### src/hdl/siu_pkg.sv
package siu_pkg;

    // item field widths
    localparam int ACT_W  = 2;
    localparam int ADDR_W = 12;
    localparam int RIDX_W = 4;
    localparam int WORD_W = 32;
    localparam int BYTE_W = 8;
    localparam int ADV_W  = 3;

    // stream payload widths
    localparam int S_TDATA_W = 48;
    localparam int M_TDATA_W = 72;

    typedef enum logic [ACT_W-1:0] {
        ACT_WRITE_BYTE = 2'd0,
        ACT_WRITE_REG  = 2'd1,
        ACT_EXECUTE    = 2'd2,
        ACT_READ_BYTE  = 2'd3
    } action_t;

    // term codes of the type byte; any other code is an indirect term
    localparam logic [1:0] TERM_REG = 2'd1;
    localparam logic [1:0] TERM_DIR = 2'd2;

    // opcode byte, type byte and source register byte
    localparam logic [ADV_W-1:0] HEADER_LEN = 3'd3;

    function automatic logic [WORD_W-1:0] sext16(input logic [15:0] v);
        return {{16{v[15]}}, v};
    endfunction

endpackage

### src/hdl/siu_rem.sv
module siu_rem #(
    parameter int REACH_MODULUS = 512
) (
    input  logic                                      aclk,
    input  logic                                      aresetn,
    input  logic                                      start,
    input  logic [siu_pkg::WORD_W-1:0]                value,
    output logic                                      done,
    output logic signed [$clog2(REACH_MODULUS)+1:0]   remainder
);
    import siu_pkg::*;

    localparam int RW = $clog2(REACH_MODULUS) + 1;
    // scaled reciprocal of the modulus, the quotient estimate is low by at most one
    localparam logic [WORD_W-1:0] RECIP = WORD_W'((64'd1 << WORD_W) / REACH_MODULUS);
    localparam logic [RW-1:0]     MOD   = RW'(REACH_MODULUS);

    logic [WORD_W-1:0]   mag_reg;
    logic                neg_reg;
    logic [RW-1:0]       q_reg;
    logic [RW-1:0]       r_reg;
    logic                mul_reg;
    logic                fix_reg;
    logic                done_reg;

    logic [2*WORD_W-1:0] prod;
    logic [RW-1:0]       diff;
    logic [RW-1:0]       r_fix;
    logic signed [RW:0]  r_pos;

    assign prod  = {{WORD_W{1'b0}}, mag_reg} * {{WORD_W{1'b0}}, RECIP};
    // low bits suffice, the true difference lies below twice the modulus
    assign diff  = mag_reg[RW-1:0] - q_reg * MOD;
    assign r_fix = (diff >= MOD) ? diff - MOD : diff;

    // start, quotient estimate, correction
    always_ff @(posedge aclk) begin
        if (!aresetn) begin
            mul_reg  <= 1'b0;
            fix_reg  <= 1'b0;
            done_reg <= 1'b0;
        end else if (start) begin
            mul_reg  <= 1'b1;
            fix_reg  <= 1'b0;
            done_reg <= 1'b0;
        end else begin
            mul_reg <= 1'b0;
            fix_reg <= mul_reg;
            if (fix_reg) begin
                done_reg <= 1'b1;
            end
        end
    end

    always_ff @(posedge aclk) begin
        if (start) begin
            mag_reg <= value[WORD_W-1] ? (~value + 1'b1) : value;
            neg_reg <= value[WORD_W-1];
        end
        if (mul_reg) begin
            q_reg <= prod[WORD_W +: RW];
        end
        if (fix_reg) begin
            r_reg <= r_fix;
        end
    end

    // remainder takes the sign of the dividend
    assign r_pos     = signed'({1'b0, r_reg});
    assign remainder = neg_reg ? -r_pos : r_pos;
    assign done      = done_reg;

endmodule

### config.mk
export PLATFORM = sky130hd
export DESIGN_NAME = siu_rem
export DESIGN_NICKNAME = d
export VERILOG_FILES = /design/src/hdl/siu_pkg.sv /design/src/hdl/siu_rem.sv
export SDC_FILE = /design/constraint.sdc
export NUM_CORES = 1
export LEC_CHECK = 0
export ABC_AREA = 0
export ABC_CLOCK_PERIOD_IN_PS = 2150
export BUFFER_PORTS_ARGS = -buffer_cell sky130_fd_sc_hd__buf_2
export CORE_MARGIN = 10
export CORE_UTILIZATION = 45
export CTS_BUF_LIST = sky130_fd_sc_hd__clkbuf_8
export DETAILED_ROUTE_END_ITERATION = 10
export GPL_ROUTABILITY_DRIVEN = 0
export PLACE_DENSITY = 0.77
export SKIP_CTS_REPAIR_TIMING = 1
export SLEW_MARGIN = 5
export SYNTH_ARGS = -nofsm -noshare
export SYNTH_HDL_FRONTEND = slang
export SYNTH_SLANG_ARGS = --single-unit
### constraint.sdc
create_clock -name aclk -period 2.15 [get_ports aclk]
set_clock_uncertainty 0.2 [all_clocks]
set_input_delay 0.215 -clock aclk [delete_from_list [all_inputs] [get_ports aclk]]
set_output_delay 0.215 -clock aclk [all_outputs]
set_load 0.01 [all_outputs]
# Word-level counts from Yosys, hierarchy flattened
# Index checks and enable logic that the tools add are counted.
[word_totals]
ff_bits = 25
latch_bits = 0
mem_bits_rw = 0
rom_bits = 0
input_bits = 35
out_inout_bits = 12
wordCells = 19
mem_count = 0
[classes]
addsub = 4
mul = 0
n_div = 0
n_lt_le_gt_ge = 1
n_eq_ne = 0
n_shift = 0
n_mux = 4
bitwise_logic = 2
reduce_logical = 1
[op_table]
columns = ["operator", "n"]
rows = [
  ["10-bit two-way mux", 2],
  ["11-bit two-way mux", 1],
  ["10-bit negation with 11-bit output", 1],
  ["10-bit by 1-bit adder with 10-bit output, second input constant", 1],
  ["10-bit greater-or-equal comparator, second input constant", 1],
  ["10-bit inverter", 1],
  ["10-bit subtractor", 1],
  ["10-bit subtractor, second input constant", 1],
  ["2-bit OR reduction", 1],
  ["1-bit two-way mux", 1],
  ["1-bit inverter", 1],
]

# Longest topological paths before layout
[depth]
depth_word = 3
ltp_mapped = 5
ltp_nobuf = 5

# Worst setup path after synthesis
# No wires, ideal clock.
[synth_timing]
path_type = "reg-to-output"
start = "reg r_reg[0]"
end = "out remainder[8]"
arrival_time_ns = 1.575
t_required_ns = 1.735
path_slack_ns = 0.160
path_stages_with_launch = 6
n_path_buf = 0
cell_sequence = "edfxtp_1 inv_1 ha_1 or4b_4 o41ai_2 xnor2_1"
[synth_between]
elab_chain_len = 2
[synth_rtl]
columns = ["element", "line_no", "rtl"]
rows = [
  ["from (decl)", "siu_rem.sv:21", "logic [RW-1:0] r_reg;"],
  ["from (signal assigned)", "siu_rem.sv:64", "r_reg <= r_fix;"],
  ["10-bit negation with 11-bit output", "siu_rem.sv:70", "assign remainder = neg_reg ? -r_pos : r_pos;"],
  ["11-bit two-way mux", "siu_rem.sv:70", ""],
  ["to (decl)", "siu_rem.sv:9", "output logic signed [$clog2(REACH_MODULUS)+1:0] remainder"],
]
# Every way passes these cells.

# Final worst setup path
# Ends and elaborated chain as after synthesis.

==> results.toml <==
[status]
outcome = "finished with violations"
violations = "negative hold slack, negative setup slack"

[route]
finalWirelength_microns = 1888
antenna_left = 0
drt_iter0_markers = 58
vias = 708
wire_per_inst_microns = 13.88
viasPerCell = 5.206
first_pass_iters = 4
route.detailed.drc = 0

[finish]
syn2layout_area_growth_pct = 24.79
final_cell_mix = "buf_2, edfxtp_1, xnor2_1"
drive_above_1_share = 0.3796
fin_area_sq_mm = 0.001291
utilization = 0.5894
nets = 146
antennaDiodeCount = 0
instances_no_fill = 136
final_common_cell = "buf_2"

[placed_design]
placed_cell_area_sq_mm = 0.001201
portBuffers = 24
place_inst = 130
pre_cts_slack_ns = 0.04142
hpwl_microns = 1481

[worst_setup_path]
cp.required_ns = 1.74
end_kind = "output pin"
crit-reg2reg-launch = "fix_reg"
r2r_setup_slack_ns = 1.05
rr_worst_depth = 0
r2r-end = "r_reg[3]"
crit_fanout = 3
arrival_ns = 1.92
timing_worst_setup_path_type = "flip-flop to output pin"
startpoint_type = "flip-flop"

[yosys]
synth.area.top_cells = "edfxtp_1, xnor2_1, dfxtp_1"
synthCells = 77
ys.flop_type = "edfxtp_1"
yosysUniqueCellTypes = 27
syn-num-nets = 114
async_flop_share = 0
synth_top_area_cell = "edfxtp_1"
synth_top_area_share = 0.5514
synth_edf_count = 19
ys_ff_latch = 22
post_synth.cell_area_avg_sq_um = 13.44
syn_area_sq_mm = 0.001035
ys_warn_count = 0
synth_seq_area_share = 0.6094

[sta]
worst_slack_ns = -0.1846
min_period_ns = 2.335
setup_violations = 2
final_hold_viol_count = 1
rsz0062_at_grt = "true"
fmax_mhz = 428.3
finalSetupTns_ns = -0.2790
max-slew-margin-rel = 0.7080
min_period_over_period = 1.086
hold-worst-slack_ns = -0.003223
report.final.slew_viol_count = 0
worst_pin_slew_ns = 0.4346

[clock_network]
cts_max_level = 1
root_buffer = "clkbuf_8"
cts_tree = "done"
cts_sinks = 22
clk_pin_slew_ns = 0.07
clock_path_buffers = 2
cts_buffers = 3
insertion_delay_ns = 0.25

[power_and_ir_drop]
max-vdd-ir-drop_uv = 365.7
power.density_mw_per_mm2 = 663.0
total_power_uw = 856.1
p_leak_nw = 0.4990

[hold_path]
holdCritPathClass = "input pin to flip-flop"
min_to = "mul_reg"
min-delay-start = "aresetn"
whs_path_depth = 2

[die]
die_w_microns = 67.95
start_util = 0.4723
io_pins = 47
dieHeight_microns = 67.95
die_area_sq_mm = 0.004617
rows = 17
core_area_sq_mm = 0.002191

[global_route]
gr-total-overflow = 0
grt_pass1_wl_microns = 3042
antenna_found_initial = 0
grt_pass1_vias = 746
grt_max_degree = 14
gr-usage-all-layers = 0.08453

[job]
maxCapViolations = 0
==> Yosys cell counts, types with 2 or more instances <==
| cell | instances |
|---|---|
| o41ai_2 | 2 |
| edfxtp_1 | 19 |
| a21oi_1 | 2 |
| xnor2_1 | 12 |
| ha_1 | 2 |
| nand2b_1 | 2 |
| nand2_1 | 3 |
| inv_1 | 5 |
| o31ai_1 | 3 |
| dfxtp_1 | 3 |
| nor2_1 | 2 |
| xor2_1 | 2 |
| o21ai_0 | 5 |
| nor4_1 | 2 |
==> power by group <==
part           leakage [nW]  total (mW)  internal (mW)  switching (mW)
registers             0.204       0.510          0.497          0.0132
logic                 0.268       0.110         0.0539          0.0563
clock network        0.0269       0.236          0.127           0.109
==> cells by family after synthesis <==
logic type	after synthesis	synth area share
AOI/OAI and AO/OA	15	0.1100
xor gates and xnor gates	14	0.1185
adders and majority gates	2	0.02418
buffers and inverters	7	0.02902
DFF	22	0.6094
and+or+nand+nor	17	0.1088
==> critical path, stage by stage (launching register included) <==
cell and delay (ns):
edfxtp_1 0.40, inv_2 0.11, ha_4 0.14, or4b_4 0.49
o41ai_4 0.23, xnor2_1 0.15, buf_2 0.15
==> per-layer routing <==
layer,up-vias,share of wire,global-route usage
li1,348,-,-
met4,0,0.024,0.06030
met2,33,0.50,0.1581
met3,6,0.085,0.01142
met5,-,0,0
met1,321,0.39,0.08317
==> final cells by class <==
class / instances / area, sq um
Clock buffer: 3 / 41.29
Sequential cell: 22 / 630.6
Fill cell: 181 / 899.6
Tap cell: 28 / 35.03
Multi-Input combinational cell: 48 / 401.6
Inverter: 5 / 18.77
Timing Repair Buffer: 29 / 160.2
Clock inverter: 1 / 3.754
==> how the worst max path moves through the flow <==
stage / to / depth (start not counted) / slack [ns] / from
global route: remainder[8] / 6 / -0.29 / r_reg[0]
global placement: remainder[8] / 6 / 0.08 / r_reg[0]
finish: remainder[8] / 6 / -0.18 / r_reg[0]
detailed placement: remainder[8] / 6 / 0.04 / r_reg[1]
floorplan: remainder[8] / 5 / 0.16 / r_reg[0]
CTS: remainder[8] / 6 / -0.25 / r_reg[1]
Note: power is estimated with default switching activity, not from simulation.
