File: src/hdl/siu_pkg.sv
package siu_pkg;

    // item field widths
    localparam int ACT_W  = 2;
    localparam int ADDR_W = 12;
    localparam int RIDX_W = 4;
    localparam int WORD_W = 32;
    localparam int BYTE_W = 8;
    localparam int ADV_W  = 3;

    // stream payload widths
    localparam int S_TDATA_W = 48;
    localparam int M_TDATA_W = 72;

    typedef enum logic [ACT_W-1:0] {
        ACT_WRITE_BYTE = 2'd0,
        ACT_WRITE_REG  = 2'd1,
        ACT_EXECUTE    = 2'd2,
        ACT_READ_BYTE  = 2'd3
    } action_t;

    // term codes of the type byte; any other code is an indirect term
    localparam logic [1:0] TERM_REG = 2'd1;
    localparam logic [1:0] TERM_DIR = 2'd2;

    // opcode byte, type byte and source register byte
    localparam logic [ADV_W-1:0] HEADER_LEN = 3'd3;

    function automatic logic [WORD_W-1:0] sext16(input logic [15:0] v);
        return {{16{v[15]}}, v};
    endfunction

endpackage

File: src/hdl/siu_regfile.sv
module siu_regfile #(
    parameter int REGISTER_COUNT = 16
) (
    input  logic                                                        aclk,
    input  logic                                                        aresetn,
    input  logic                                                        wr_en,
    input  logic [((REGISTER_COUNT > 1) ? $clog2(REGISTER_COUNT) : 1)-1:0] wr_index,
    input  logic [siu_pkg::WORD_W-1:0]                                  wr_data,
    input  logic                                                        rd_en,
    input  logic [((REGISTER_COUNT > 1) ? $clog2(REGISTER_COUNT) : 1)-1:0] rd_index,
    output logic [siu_pkg::WORD_W-1:0]                                  rd_data
);
    import siu_pkg::*;

    logic [WORD_W-1:0]         mem [REGISTER_COUNT];
    logic [REGISTER_COUNT-1:0] valid_reg;
    logic [WORD_W-1:0]         rd_word_reg;
    logic                      rd_valid_reg;

    always_ff @(posedge aclk) begin
        if (wr_en) begin
            mem[wr_index] <= wr_data;
        end
        if (rd_en) begin
            rd_word_reg <= mem[rd_index];
        end
    end

    // never written entries read as zero
    always_ff @(posedge aclk) begin
        if (!aresetn) begin
            valid_reg    <= '0;
            rd_valid_reg <= 1'b0;
        end else begin
            if (wr_en) begin
                valid_reg[wr_index] <= 1'b1;
            end
            if (rd_en) begin
                rd_valid_reg <= valid_reg[rd_index];
            end
        end
    end

    assign rd_data = rd_valid_reg ? rd_word_reg : '0;

endmodule

File: config.mk
export PLATFORM = sky130hd
export DESIGN_NAME = siu_regfile
export DESIGN_NICKNAME = d
export VERILOG_FILES = /design/src/hdl/siu_pkg.sv /design/src/hdl/siu_regfile.sv
export SDC_FILE = /design/constraint.sdc
export NUM_CORES = 1
export LEC_CHECK = 0
export ABC_CLOCK_PERIOD_IN_PS = 3900
export BUFFER_PORTS_ARGS = -buffer_cell sky130_fd_sc_hd__buf_2
export CORE_ASPECT_RATIO = 0.6
export CORE_UTILIZATION = 25
export CTS_CLUSTER_SIZE = 40
export DETAILED_ROUTE_END_ITERATION = 6
export SLEW_MARGIN = 20
export SYNTH_ARGS = -nofsm -noshare
export SYNTH_HDL_FRONTEND = slang
export SYNTH_SLANG_ARGS = --single-unit
File: constraint.sdc
create_clock -name aclk -period 3.9 [get_ports aclk]
set_input_delay 0.39 -clock aclk [delete_from_list [all_inputs] [get_ports aclk]]
set_output_delay 0.39 -clock aclk [all_outputs]
set_load 0.03 [all_outputs]
### Yosys cells after proc, flatten, opt, wreduce, memory -nomap -nowiden

Memories as Yosys holds them, arrays and structs flattened. A register that Yosys moved wholly into a read port is not among the register bits.
Index checks and enable logic that the tools add are counted.

| storage, ports and cells | value |
|---|---|
| bits in registers | 17 |
| memory bits (writable) | 512 |
| memories kept | 1 |

| cells by class | value |
|---|---|
| order comparisons | 3 |
| mux-type cells | 7 |
| bitwise operators | 1 |
| reductions and logical operators | 1 |

Memories:

| memory | words | bits a word | rd ports | clocked after Yosys merged registers in | wr ports | RTL line | source |
|---|---|---|---|---|---|---|---|
| mem | 16 | 32 | 1 | 1 | 1 | siu_regfile.sv:15 | `logic [WORD_W-1:0] mem [REGISTER_COUNT];` |

Operators by type and width:

| cell | number |
|---|---|
| $mux 32 | 1 |
| $or 16x16->16 | 1 |
| $lt 4x5->1 const B | 2 |
| $bmux 1 s4 | 1 |
| $demux 1 s4 | 1 |
| $ge 4x1->1 const B | 1 |
| $mux 1 | 4 |
| $logic_and 1x1->1 | 1 |

### Depth between registers and ports, before layout

Gate-level depths: netlist of the first run.

| depth | value |
|---|---|
| depth in word-level cells | 5 |
| gate-level depth with buffers | 7 |
| mapped depth without buffers | 4 |

### Worst setup path after synthesis of the first run

No wires, ideal clock.

| timing | value |
|---|---|
| kind | input to register |
| start point | input port wr_index[2] in the netlist's numbering |
| end point | memory mem[0][0], enable pin |
| library setup time | 0.464 ns |
| arrival time | 3.084 ns |
| data required time | 3.436 ns |
| setup slack | 0.352 ns |
| stages | 2 |
| path buffers | 0 |
| path through | or3b_1 -> nor3_1 |

RTL lines:

| element | RTL line | source |
|---|---|---|
| start, declared | siu_regfile.sv:7 | `input logic [((REGISTER_COUNT > 1) ? $clog2(REGISTER_COUNT) : 1)-1:0] wr_index,` |
| end, declared | siu_regfile.sv:15 |  |

No word-level cell before the write port.

### Worst setup path in the final report of the first run

| timing | value |
|---|---|
| start point | register rd_valid_reg |
| end point | output port rd_data[13] in the netlist's numbering |

| between the ends | value |
|---|---|
| word-level cells in the longest chain between the ends | 1 |

Ends and longest elaborated chain:

| element | RTL line | source |
|---|---|---|
| start, declared | siu_regfile.sv:18 | `logic rd_valid_reg;` |
| start signal, assigned | siu_regfile.sv:39 | `rd_valid_reg <= valid_reg[rd_index];` |
| $mux 32 | siu_regfile.sv:44 | `assign rd_data = rd_valid_reg ? rd_word_reg : '0;` |
| end, declared | siu_regfile.sv:11 | `output logic [siu_pkg::WORD_W-1:0] rd_data` |

No other way between the ends.

==> results of run 1 <==
## cell type report
| type | count | area, µm² |
|---|---|---|
| antenna | 3 | 7.507 |
| clock buffer | 67 | 1281 |
| clock inverter | 16 | 105.1 |
| fill | 8087 | 59020 |
| inverter | 1 | 3.754 |
| multi-input combinational | 247 | 4293 |
| sequential | 561 | 16680 |
| tap | 1134 | 1419 |
| timing repair buffer | 104 | 711.9 |
## per-stage QoR
stage               setup slack, ns  cell area (µm²)
finish                        1.385            24500
CTS                           1.317            24490
detailed placement            1.164            23100
floorplan                    0.3518            21110
global route                  1.280            24490
global placement              1.195            23100
## worst max-delay path by stage
stage / start / to / slack, ns
2_1_floorplan: wr_index[2] / mem[0][0]$_DFFE_PP_ / 0.35
3_3_place_gp: rd_index[0] / rd_word_reg[16]$_DFFE_PP_ / 1.19
3_5_place_dp: rd_index[0] / rd_word_reg[18]$_DFFE_PP_ / 1.16
4_1_cts: rd_valid_reg$_SDFFE_PN0P_ / rd_data[13] / 1.32
5_1_grt: rd_valid_reg$_SDFFE_PN0P_ / rd_data[13] / 1.28
6_report: rd_valid_reg$_SDFFE_PN0P_ / rd_data[13] / 1.38
## power groups by stage
stage                     combinational, mW  sequential (mW)  clock, mW
final                                 0.602             6.80       4.45
after floorplan                       0.380             6.92          0
after global placement                0.601             6.93          0
after detailed placement              0.617             6.94          0
after CTS                             0.616             6.80       4.56
after global routing                  0.650             6.81       4.79
## placed cells by master (no fill, tap or decap), drive strengths merged, types with 3 or more instances in the layout
master / Yosys / routed
mux2i: 4 / 4
edfxtp: 544 / 544
o21a: 16 / 16
nor3: 4 / 4
clkbuf: 20 / 67
mux4: 162 / 162
diode: 0 / 3
buf: 22 / 104
nor2: 14 / 14
clkinv: 0 / 13
nand3b: 3 / 3
and2: 32 / 32
dfxtp: 17 / 17
## kinds of logic after synthesis
logic type	Yosys count	share of synthesized area (%)
mux	166	17.48
buf+inv	43	1.174
flops	561	79.01
compound gates	20	0.7292
simple gates	61	1.612
## critical path, stage by stage, from the launching register on
cell and delay (ns):
dfxtp_2 0.94, and2_1 0.36, buf_2 0.24
## layer usage
metal / wire length [µm] / up-vias / share of wire, % / track usage, %
li1: - / 3867 / - / -
met1: 23330 / 5172 / 49 / 17.45
met2: 21190 / 258 / 44 / 16.46
met3: 2980 / 53 / 6.2 / 2.440
met4: 587 / 2 / 1.2 / 1.888
met5: 11 / - / 0.023 / 0
## synth_stat cells
cell type | number | area, µm²
edfxtp_1 | 544 | 16340
mux4_2 | 162 | 3649
and2_1 | 32 | 200.2
clkbuf_1 | 20 | 75.07
dfxtp_1 | 17 | 340.3
o21a_1 | 16 | 120.1
nor2_1 | 14 | 52.55
buf_6 | 10 | 112.6
buf_2 | 9 | 45.04
mux2i_1 | 4 | 40.04
nor3_1 | 4 | 20.02
buf_1 | 3 | 11.26
nand3b_1 | 3 | 22.52
a221oi_1 | 2 | 17.52
nand2_1 | 2 | 7.510
nand2b_1 | 2 | 12.51
nand3_1 | 2 | 10.01
a32oi_1 | 1 | 8.760
inv_1 | 1 | 3.750
nor2b_1 | 1 | 6.260
o211ai_1 | 1 | 7.510
or3b_1 | 1 | 8.760
==> results.rst, run 1 <==
.. list-table::
   :header-rows: 1

   * - Metric
     - Value
   * - Layout Area Growth over Synthesis
     - 16.07%
   * - Number of antenna violations at the first check in global routing
     - 5
   * - Cell variety after synth
     - 22
   * - Final Setup Violations
     - 0
   * - CTS tree
     - yes
   * - Total clock buffers created by CTS
     - 46
   * - Fraction of final layout cells with drive strength greater than 1
     - 34.54%
   * - Arrival time worst endpoint
     - 2.13 ns
   * - Sum of net half-perimeters after detailed placement
     - 26550 µm
   * - Switching power
     - 2.482 mW
   * - Height of the die
     - 227.1 µm
   * - Max reg flops
     - 512
   * - CP Class
     - reg2out
   * - Clock power frac
     - 37.5%
   * - R2R cell count
     - 2
   * - Switching share of power
     - 20.94%
   * - Number of global-route vias before repair
     - 9723
   * - Resized cells post-CTS
     - 0
   * - Aggregate negative setup slack
     - 0 ns
   * - Standby leakage power
     - 7.525 nW
   * - Period minus WS final
     - 2.515 ns
   * - Slew at the pin closest to its max-slew limit
     - 0.9997 ns
   * - Internal portion of total power
     - 9.373 mW
   * - Share of total power in combinational logic
     - 5.1%
   * - Relative slew slack
     - 33.36%
   * - Critical path peak fanout
     - 33
   * - Maximum buffer depth of the clock tree
     - 3
   * - Sequential share of the synthesized area
     - 79.01%
   * - Vias post-DR
     - 9352
   * - Warnings, synthesis
     - 0
   * - Reg-to-Reg Start
     - mem[15][1]$_DFFE_PP_
   * - Std cell rows
     - 82
   * - Final count of pins violating max slew
     - 0
   * - Pin count of the biggest net entering global routing
     - 76
   * - Unrepaired setup endpoints after global routing
     - false
   * - Syn Nets
     - 895
   * - DRT iter0 DRCs
     - 1140
   * - Number of cells on the worst hold path
     - 1
   * - Clock latency reported for the late side of the worst-skew pair
     - 0.57 ns
   * - Number of placed instances with taps included
     - 2047
   * - Reg2Reg Setup Slack
     - 2.30 ns
   * - Remaining Overflow, GRT
     - 0
   * - Max-cap violations
     - 0
   * - Total power draw
     - 11.86 mW
   * - Post-Route WL
     - 48100 µm
   * - Capturing point of the worst reg2reg path
     - rd_word_reg[1]$_DFFE_PP_
   * - Number of cells in the finished layout apart from fillers
     - 2133
   * - Vias per std cell
     - 4.384
   * - Mean instance size in the synthesized netlist
     - 24.80 µm²
   * - Drc violations
     - 0
   * - Worst Path Required
     - 3.51 ns
   * - Path class of the lowest-slack min-delay path
     - in2reg
   * - Power density of the placed cells
     - 483.9 mW/mm²
   * - Post-CTS Setup Inserts
     - 0
   * - Clock slew at the register clock pins of the worst setup and hold paths
     - 0.07 ns
   * - Outcome
     - complete, no violations
   * - Count of clock tree sinks
     - 561
   * - # H-tree levels
     - 2
   * - RePlAce Congestion
     - 0.7108
   * - Sequential fraction of design power
     - 57.4%
   * - Synthesized instance count
     - 851
   * - Global-route wire length before repair
     - 69950 µm
   * - All-layer global routing usage
     - 11.33%
   * - Endpoint, Worst Hold
     - mem[4][19]$_DFFE_PP_
   * - Nets
     - 1005
   * - Antenna-violating nets left
     - 0
   * - Starting utilization of the core area
     - 25.27%
   * - WHS
     - 0.1887 ns
   * - Startpoint type of the worst setup path
     - flop
   * - Top-Level Pins
     - 76
   * - Clock root buffer
     - clkbuf_16
   * - Crit share post-route
     - 64.50%
   * - Maximum ir drop on the vdd rail
     - 0.2958 mV
   * - Area of the core
     - 0.08352 mm²
   * - Die Width
     - 377.1 µm
   * - Count of hold buffers inserted by post-cts repair
     - 0
   * - Final Hold Viols
     - 0
   * - Die Outline Area
     - 0.08563 mm²
   * - Fin util
     - 29.33%
   * - Category of the worst setup path capture point
     - output port
   * - I/O Buffers
     - 75
   * - Post-synth design cell area
     - 0.02111 mm²
   * - Hold path startpoint
     - wr_data[19]
   * - Flops & latches, synth
     - 561
   * - Wirelength per Cell
     - 22.55 µm
   * - Pre-antenna DRT Iters
     - 5
   * - Max Clock Skew
     - 0.02408 ns
   * - Peak clock frequency supported by timing
     - 397.5 MHz
Note: power is estimated with default switching activity, not from simulation.
==> run 2, diff against run 1 <==
ABC_CLOCK_PERIOD_IN_PS = 2200   (was 3900)
clock period = 2.2 ns   (was 3.9 ns; I/O delays follow)
==> run 2 against run 1 <==
- via count rose by 2.3%
- routed wire length up 2.6%
- die area is the same
- sequential power grew 78%
- non-clock buffer count rose by 36
- clock skew fell by 0.013 ns
- clock power increased by 81%
- sequential share of layout area fell by 1.9 points
- critical path depth is 1 higher
- cell count increased by 2.0%
- register-to-register slack worse by 1.7 ns
- critical path type unchanged
- largest cell class unchanged
==> results.rst, run 2 (synthesis gave the netlist of run 1 again) <==
.. list-table::
   :header-rows: 1

   * - Metric
     - Value
   * - Number of cells in the finished layout apart from fillers
     - 2176
   * - All-layer global routing usage
     - 11.58%
   * - Clock power frac
     - 37.8%
   * - Vias post-DR
     - 9567
   * - Number of placed instances with taps included
     - 2069
   * - Arrival time worst endpoint
     - 1.83 ns
   * - Vias per std cell
     - 4.397
   * - Nets
     - 1043
   * - Die Width
     - 377.1 µm
   * - Number of global-route vias before repair
     - 10100
   * - Startpoint type of the worst setup path
     - flop
   * - Commonest non-fill, non-tap cell in the layout
     - edfxtp_1
   * - Aggregate negative setup slack
     - 0 ns
   * - Power density of the placed cells
     - 845.0 mW/mm²
   * - Area of the core
     - 0.08352 mm²
   * - Standard cell with the maximum stage delay on the critical path
     - dfxtp_4
   * - Standby leakage power
     - 7.814 nW
   * - Number of antenna violations at the first check in global routing
     - 7
   * - Top-Level Pins
     - 76
   * - Pin count of the biggest net entering global routing
     - 40
   * - Fraction of final layout cells with drive strength greater than 1
     - 35.58%
   * - Final count of pins violating max slew
     - 0
   * - Drc violations
     - 0
   * - Worst path setup slack after routing
     - 0.1536 ns
   * - Switching share of power
     - 20.87%
   * - Sum of net half-perimeters after detailed placement
     - 27710 µm
   * - Die Outline Area
     - 0.08563 mm²
   * - Layout Area Growth over Synthesis
     - 19.34%
   * - Starting utilization of the core area
     - 25.27%
   * - DRT iter0 DRCs
     - 1063
   * - CP Class
     - reg2out
   * - Wirelength per Cell
     - 22.68 µm
   * - Category of the worst setup path capture point
     - output port
   * - Met3 layer wire length in the routed design
     - 3522 µm
   * - Post-Route WL
     - 49350 µm
   * - Clock root buffer
     - clkbuf_16
   * - Worst Path Required
     - 1.98 ns
   * - Cell Chain, Critical Path
     - buf_4, and2_1, buf_2
   * - CTS tree
     - yes
   * - Maximum buffer depth of the clock tree
     - 3
   * - I/O Buffers
     - 75
   * - Final Setup Violations
     - 0
   * - Antenna-violating nets left
     - 0
   * - Std cell rows
     - 82
   * - Switching power
     - 4.442 mW
   * - Remaining Overflow, GRT
     - 0
   * - Highest layer used for signal routing
     - met5
   * - Final Hold Viols
     - 0
   * - Internal portion of total power
     - 16.84 mW
   * - DP Area
     - 0.02358 mm²
   * - Maximum ir drop on the vdd rail
     - 0.5098 mV
   * - Crit share post-route
     - 93.02%
   * - Height of the die
     - 227.1 µm
   * - Max-cap violations
     - 0
   * - Layout Cell Area excl Fill
     - 0.02519 mm²
   * - WHS
     - 0.02735 ns
   * - Relative slew slack
     - 59.91%
   * - Highest-count cells in the layout ignoring fill and taps
     - edfxtp_1 (544), mux4_2 (162), buf_2 (72), clkbuf_16 (49), and2_1 (32)
   * - Reg2Reg Setup Slack
     - 0.57 ns
   * - Number of fillers in the final layout
     - 8042
   * - Period minus WS final
     - 2.046 ns
   * - Max reg flops
     - 512
   * - Clock slew at the register clock pins of the worst setup and hold paths
     - 0.07 ns
   * - Critical path peak fanout
     - 16
   * - Peak clock frequency supported by timing
     - 488.7 MHz
   * - Sequential fraction of design power
     - 56.7%
   * - # H-tree levels
     - 2
   * - Max Clock Skew
     - 0.01115 ns
   * - Maximum cell stage delay along the critical path
     - 0.54 ns
   * - Post-CTS Setup Inserts
     - 0
   * - Count of clock tree sinks
     - 561
   * - Total power draw
     - 21.28 mW
   * - Outcome
     - complete, no violations
   * - Path class of the lowest-slack min-delay path
     - in2reg
   * - Met2 routed wirelength
     - 22470 µm
   * - Clock latency reported for the late side of the worst-skew pair
     - 0.57 ns
   * - Routed met1 length
     - 22700 µm
   * - Total clock buffers created by CTS
     - 48
   * - Unrepaired setup endpoints after global routing
     - false
   * - Slew at the pin closest to its max-slew limit
     - 0.5994 ns
   * - Global-route wire length before repair
     - 71450 µm
   * - RePlAce Congestion
     - 0.7093
   * - Pre-CTS setup slack
     - 0.1344 ns
   * - Share of total power in combinational logic
     - 5.5%
   * - Fin util
     - 30.16%
   * - Pre-antenna DRT Iters
     - 6
[run 2: timing repair]
action,4_1_cts,5_1_grt
hold buffers,14,0
gates resized for setup,1,0
setup endpoints to repair,11,0
hold endpoints to repair,172,0
[run 2: worst paths after layout]
check | startpoint | endpoint | cells past startpoint
worst max-delay path | rd_valid_reg$_SDFFE_PN0P_ | rd_data[8] | 3
worst min-delay path | wr_data[20] | mem[0][20]$_DFFE_PP_ | 1
worst max register to register | mem[14][0]$_DFFE_PP_ | rd_word_reg[0]$_DFFE_PP_ | 2
worst min register to register | valid_reg[0]$_SDFFE_PN0P_ | valid_reg[0]$_SDFFE_PN0P_ | 1
[run 2: power by group through the flow]
stage	Clock (mW)	Sequential, mW	Combinational, mW
6_report	8.05	12.1	1.17
5_1_grt	8.64	12.1	1.25
4_1_cts	8.23	12.1	1.20
3_5_place_dp	0	12.3	1.17
3_3_place_gp	0	12.3	1.14
2_1_floorplan	0	12.3	0.678
[run 2: per-layer routing]
metal / track usage, % / up-vias
met3: 2.977 / 63
met1: 16.81 / 5224
met5: 0 / -
li1: - / 3961
met4: 1.954 / 2
met2: 17.64 / 317
[run 2: layout make-up]
class | instances | area, µm² | share of cell area [%]
sequential | 561 | 16680 | 66.22
tap | 1134 | 1419 | 5.633
inverter | 1 | 3.754 | 0.01490
timing repair buffer | 140 | 1300 | 5.161
multi-input combinational | 247 | 4318 | 17.14
clock inverter | 28 | 187.7 | 0.7451
antenna | 5 | 12.51 | 0.04967
clock buffer | 60 | 1267 | 5.032
[run 2: worst max-delay path: cells and delay by family (launching register included)]
kind	cells	cell delay, ns
buffers and inverters	2	0.50
flip-flops	1	0.54
AND/OR/NAND/NOR	1	0.19
